===== src/sv/met_pkg.sv =====
package met_pkg;

   localparam int COUNT_BITS = 16;

   localparam logic [7:0] VALUE_INSIDE = 8'hFF;

   typedef struct packed {
      logic [10:0] pixel_x;
      logic [10:0] pixel_y;
   } met_req_type;

   typedef struct packed {
      logic [21:0] pixel_index;
      logic [7:0]  pixel_value;
   } met_rsp_type;

   typedef enum logic [2:0] {
      CSR_IMAGE_WIDTH    = 3'd0,
      CSR_IMAGE_HEIGHT   = 3'd1,
      CSR_MAX_ITERATIONS = 3'd2,
      CSR_CENTER_RE      = 3'd3,
      CSR_CENTER_IM      = 3'd4,
      CSR_ZOOM_STEP      = 3'd5
   } met_csr_type;

   typedef enum logic [2:0] {
      ST_IDLE,
      ST_SCALE,
      ST_OFFSET,
      ST_INJECT,
      ST_SPIN
   } met_state_type;

   // control part of the token that travels around the ring of cells
   typedef struct packed {
      logic                  valid;
      logic                  done;
      logic [COUNT_BITS-1:0] count;
      logic [7:0]            value;
   } met_token_type;

endpackage


===== src/sv/met_map.sv =====
module met_map import met_pkg::*; #(
   parameter int WIDTH = 32
) (
   input  logic                    clock,
   input  logic                    load,
   input  met_req_type             pixel,
   input  logic [11:0]             image_width,
   input  logic [11:0]             image_height,
   input  logic signed [31:0]      center_re,
   input  logic signed [31:0]      center_im,
   input  logic [30:0]             zoom_step,
   output logic signed [WIDTH-1:0] c_re,
   output logic signed [WIDTH-1:0] c_im,
   output logic [21:0]             pixel_index
);

   logic [10:0]             x_ff;
   logic [10:0]             y_ff;
   logic signed [12:0]      dx;
   logic signed [12:0]      dy;
   logic signed [31:0]      zoom_s;
   logic [22:0]             index_full;
   logic signed [44:0]      prod_re_ff;
   logic signed [44:0]      prod_im_ff;
   logic [21:0]             index_ff;
   logic signed [WIDTH-1:0] c_re_ff;
   logic signed [WIDTH-1:0] c_im_ff;

   // offsets from the image center in pixels; the im axis runs bottom up
   always_comb begin
      dx = $signed({2'b00, x_ff}) - $signed({2'b00, image_width[11:1]});
      dy = $signed({1'b0, image_height}) - $signed({2'b00, image_height[11:1]})
           - $signed({2'b00, y_ff});
      zoom_s = $signed({1'b0, zoom_step});
      index_full = 23'(x_ff) + 23'(y_ff) * 23'(image_width);
   end

   // user holds inputs while an item is in flight, unchecked; stages run free
   always_ff @(posedge clock) begin
      if (load) begin
         x_ff <= pixel.pixel_x;
         y_ff <= pixel.pixel_y;
      end
      prod_re_ff <= zoom_s * dx;
      prod_im_ff <= zoom_s * dy;
      index_ff   <= index_full[21:0];
      c_re_ff    <= WIDTH'(center_re) + WIDTH'(prod_re_ff);
      c_im_ff    <= WIDTH'(center_im) + WIDTH'(prod_im_ff);
   end

   assign c_re        = c_re_ff;
   assign c_im        = c_im_ff;
   assign pixel_index = index_ff;

endmodule


===== config.mk =====
export PLATFORM = sky130hd
export DESIGN_NAME = met_map
export DESIGN_NICKNAME = d
export VERILOG_FILES = /design/src/sv/met_pkg.sv /design/src/sv/met_map.sv
export SDC_FILE = /design/constraint.sdc
export NUM_CORES = 2
export LEC_CHECK = 0
export BUFFER_PORTS_ARGS = -buffer_cell sky130_fd_sc_hd__buf_2
export CAP_MARGIN = 10
export CORE_ASPECT_RATIO = 1.2
export CORE_MARGIN = 1.5
export CORE_UTILIZATION = 50
export CTS_BUF_LIST = sky130_fd_sc_hd__clkbuf_8 sky130_fd_sc_hd__clkbuf_16
export CTS_CLUSTER_SIZE = 30
export DETAILED_ROUTE_END_ITERATION = 16
export PLACE_DENSITY = 0.68
export SETUP_SLACK_MARGIN = 0.4
export SYNTH_ARGS = -nofsm -noshare
export SYNTH_HDL_FRONTEND = slang
export SYNTH_SLANG_ARGS = --single-unit

===== constraint.sdc =====
create_clock -name clock -period 10.7 [get_ports clock]
set_input_delay 1.07 -clock clock [delete_from_list [all_inputs] [get_ports clock]]
set_output_delay 1.07 -clock clock [all_outputs]
set_load 0.1 [all_outputs]

== Word-level counts from Yosys, hierarchy flattened ==
Index checks and enable logic that the tools add are counted.
Widths: inputs -> output; s select.
Word-level totals
  register bits: 172
  output and inout port bits: 86
  word-level logic and storage cells: 16
Cells by class
  $add $sub $neg: 6
  $mul: 3
Operators with widths (number)
  $add 32x32->32: 2
  $mul 32x12->32: 1
  $mul 32x13->32: 1
  $add 11x22->22: 1
  $mul 11x12->22: 1
  $sub 12x11->13: 1
  $sub 13x12->13: 1
  $sub 11x11->12: 1

== Depth between registers and ports, before layout ==
  depth after elaboration: 3
  gate-level depth with buffers: 40
  mapped depth without buffers: 38

== Worst setup path before layout ==
No wires, ideal clock.
  path kind: input to register
  start point: input port image_height[1]
  end point: register prod_im_ff[31]
  data required time: 10.570 ns
  slack: 1.579 ns
  stages on the path: 39
  library setup time: 0.130 ns
  buffers on the path: 2
  arrival: 8.991 ns
  path through: inv_1 fa_1 clkbuf_1 inv_1 ha_1 o211ai_1 nand2_1 a21o_1 a21oi_1 nor2b_1 o21ai_0 a21oi_1 nor2_1 xnor2_1 clkbuf_1 and2_1 fa_1 inv_1 (+3 left out) fa_1 fa_1 inv_1 fa_1 inv_1 ha_1 a211oi_1 nor2_1 nor3_2 a31oi_1 a41o_1 nor4_1 a21oi_1 a21oi_1 o21ai_1 a221oi_1 o21ai_0 xnor3_1
Between the ends
  cells in the longest elaborated chain, start to end: 3
Ends and longest elaborated chain
  start: declaration: line met_map.sv:8  | input logic [11:0] image_height,
  $sub 12x11->13: line met_map.sv:32  | dy = $signed({1'b0, image_height}) - $signed({2'b00, image_height[11:1]})
  $sub 13x12->13: line met_map.sv:33  | - $signed({2'b00, y_ff});
  $mul 32x13->32: line met_map.sv:45  | prod_im_ff <= zoom_s * dy;
  end signal: assignment: line met_map.sv:45
  end: declaration: line met_map.sv:24  | logic signed [44:0] prod_im_ff;
Every way passes these cells.
A chain may end at the register's enable or synchronous reset.

== Worst setup path after layout ==
  start point: register y_ff[2]
  end point: register prod_im_ff[31]
Between the ends
  cells in the longest elaborated chain, start to end: 2
Ends and longest elaborated chain
  start: declaration: line met_map.sv:18  | logic [10:0] y_ff;
  start signal: assignment: line met_map.sv:42  | y_ff <= pixel.pixel_y;
  $sub 13x12->13: line met_map.sv:33
  $mul 32x13->32: line met_map.sv:45
Every way passes these cells.

==> summary.txt <==
Worst setup path
  – Buf+Inv Stages, Crit Path: 5
  – Max Fanout on Critical Path: 13
  – Worst Path Arrival: 9.84 ns
  – CP top delay family: adder cells
  – CP dominant cell by count: fa_1
  – CP Data Required Time: 11.09 ns
  – R2R Setup Slk: 1.24 ns
  – CP max-delay cell: edfxtp_1
  – CP Class: reg2reg
  – Max stage delay on crit path: 0.59 ns
  – Crit path capture type: flip-flop
  – Critical path launch point type: flip-flop

Yosys
  – Synth Area in Adders: 51.4%
  – Distinct cells, synth: 63
  – Post-synth EDFFs: 22
  – Post-synth ARST share: 0%
  – Top FF cell, synth: dfxtp_1
  – Compound-Gate Fraction of Synth Area: 6.64%
  – Syn_nets: 4,460
  – Yosys top cell area share: 39.4%
  – Sequential area share after synthesis: 11.8%
  – Warnings from Yosys: 0
  – Synth Register Bits: 172
  – Mean post-synth cell area: 9.11 sq um
  – Main area contributors after synthesis: fa_1, ha_1, dfxtp_1, inv_1, nand2_1
  – Synth Area in XOR/XNOR: 4.98%
  – Mapped cell area: 31,100 sq um
  – Largest family of logic cells by synthesized area: adder cells
  – Post-Synth Simple-Gate Area: 15.7%
  – Commonest cells post-synth: inv_1, fa_1, nand2_1, ha_1, and2_1
  – Post-synthesis mux area share: 0.0322%
  – Leading area contributor after synthesis: fa_1
  – Mapped Cells: 3,408
  – Most common cell in the netlist: inv_1

Timing
  – WHS: 0.445 ns
  – Rel. slew slack: 39.9%
  – Min cycle time layout: 9.46 ns
  – Max-slew violation count: 0
  – Final Setup Violations: 0
  – Unrepaired setup endpoints after global routing: no
  – Measured slew at the worst slew-check pin: 0.900 ns
  – Setup TNS: 0 ns
  – Fmax: 106 MHz
  – Period utilization: 88.4%
  – Worst clock skew: 0.0188 ns
  – Final hold vios: 0

Outcome
  – Outcome: complete, no violations

Layout
  – Layout Nets: 4,603
  – Area Overhead vs Synth: 8.30%
  – Layout cells sized above 1: 9.34%
  – Filler instances: 5,618

Route
  – Initial DRC count: 971
  – Wire per inst: 16.4 um
  – DRT Pass-1 Iters: 5
  – Via Count: 22,800
  – Final WL: 71,700 um
  – Routed vias/inst: 5.21
  – Drt drc: 0
  – Post-DRT Antenna Nets: 0

CTS
  – Clock Latency Late Sink: 0.51 ns
  – Maximum level of the CTS H-tree: 4
  – Post-CTS setup buffers: 0
  – CTS tree: done
  – Max Root-Sink Buffers: 2
  – CTS root buffer: clkbuf_16
  – TritonCTS Buffers: 17
  – # clock sinks: 172
  – Cts-stage hold buffer count: 0
  – CTS clk-pin slew, worst paths: 0.09 ns
  – Post_cts resized: 0

Global route
  – Largest net degree at the start of global routing: 32
  – First-pass GRT wire length: 119,000 um
  – Vias in the first global route: 24,400
  – GRT Util Overall: 23.8%
  – Gr ovfl total: 0
  – Initial antenna violation count: 10

Hold path
  – Hold/Removal Path Class: reg2reg

Die
  – Io pins: 229
  – Rows: 99
  – Die Area: 63,600 sq um
  – Initial Util: 50.8%
  – Core area: 61,100 sq um
  – Die W: 230 um
  – Die Height: 276 um

Place
  – PortBufs: 228
  – Routability cong.: 0.914
  – Final HPWL DP: 58,400 um

Job
  – Maxcap violations: 0
logic make-up after synthesis:
logic type | count (synthesis)
AO/OA/AOI/OAI | 326
XOR/XNOR | 170
adder cells (fa/ha/maj) | 909
buffers and inverters | 784
flip-flops | 172
multiplexers | 1
AND/OR/NAND/NOR | 1046
cells in the final DEF (no fill, tap or decap), drive strengths merged, types with 3 or more instances in the layout:
master and n:
inv 658, fa 611, nand2 509, ha 298, buf 255, and2 219, dfxtp 150, nor2 145
xnor2 127, a21oi 107, o21ai 65, a21o 46, nand2b 46, xor2 40, nor3 30, or2 28
nor2b 22, edfxtp 22, o21a 20, nand3 17, clkbuf 17, a31oi 13, a21boi 13, o21bai 12
a211oi 11, clkinv 10, and3 9, nand4 8, diode 4, nor4 4, o211ai 4, o31ai 4
a2111oi 4, or3 3, xnor3 3, a221oi 3, a41oi 3
layer usage:
metal / global-route usage [%] / vias to the layer above / routed length (um)
met3: 3.81 / 149 / 3000
met5: 0 / - / 96
met2: 45.2 / 519 / 38700
met1: 26.2 / 11500 / 27300
met4: 9.92 / 14 / 2510
li1: - / 10600 / -
worst register-to-register path: cells and delay by family, from the launching register on:
family | cells | cell delay [ns]
compound gates | 13 | 2.76
flops | 1 | 0.59
xor+xnor | 2 | 0.58
simple gates | 7 | 1.09
fa+ha+maj | 9 | 3.96
buf+inv | 5 | 0.37
sequential cells by signal, indices dropped and copies added, names as in the netlist:
register     cells
prod_im_ff      32
c_re            32
pixel_index     22
x_ff            11
prod_re_ff      32
c_im            32
y_ff            11
path summary, 6_finish.rpt:
path / end / cells after the start / from
worst min register to register: c_re[0] / 1 / prod_re_ff[0]
worst max-delay path: prod_im_ff[31] / 36 / y_ff[2]
worst min-delay path: c_re[0] / 1 / prod_re_ff[0]
worst max register to register: prod_im_ff[31] / 36 / y_ff[2]
area by class of cell:
cell class	count	area (sq um)	area share, %
timing repair buffer	255	1340	4.00
sequential	172	3660	10.9
inverter	653	2450	7.29
tap	808	1010	3.01
antenna	4	10.0	0.0298
clock buffer	17	425	1.26
clock inverter	15	206	0.614
multi-input combinational	2452	24500	72.9
per-stage QoR:
step,util (%),cells,worst slack [ns],area (sq um)
2_1_floorplan,-,3408,1.58,31100
3_3_place_gp,54.0,4340,0.996,33000
3_5_place_dp,54.0,4340,0.881,33000
4_1_cts,55.1,4372,1.30,33600
5_1_grt,55.1,4373,0.704,33600
6_report,55.1,4376,1.24,33600
Power is left out: the tool's default activity adds up to more than one toggle a clock period on the data nets, which glitch-free logic cannot reach.
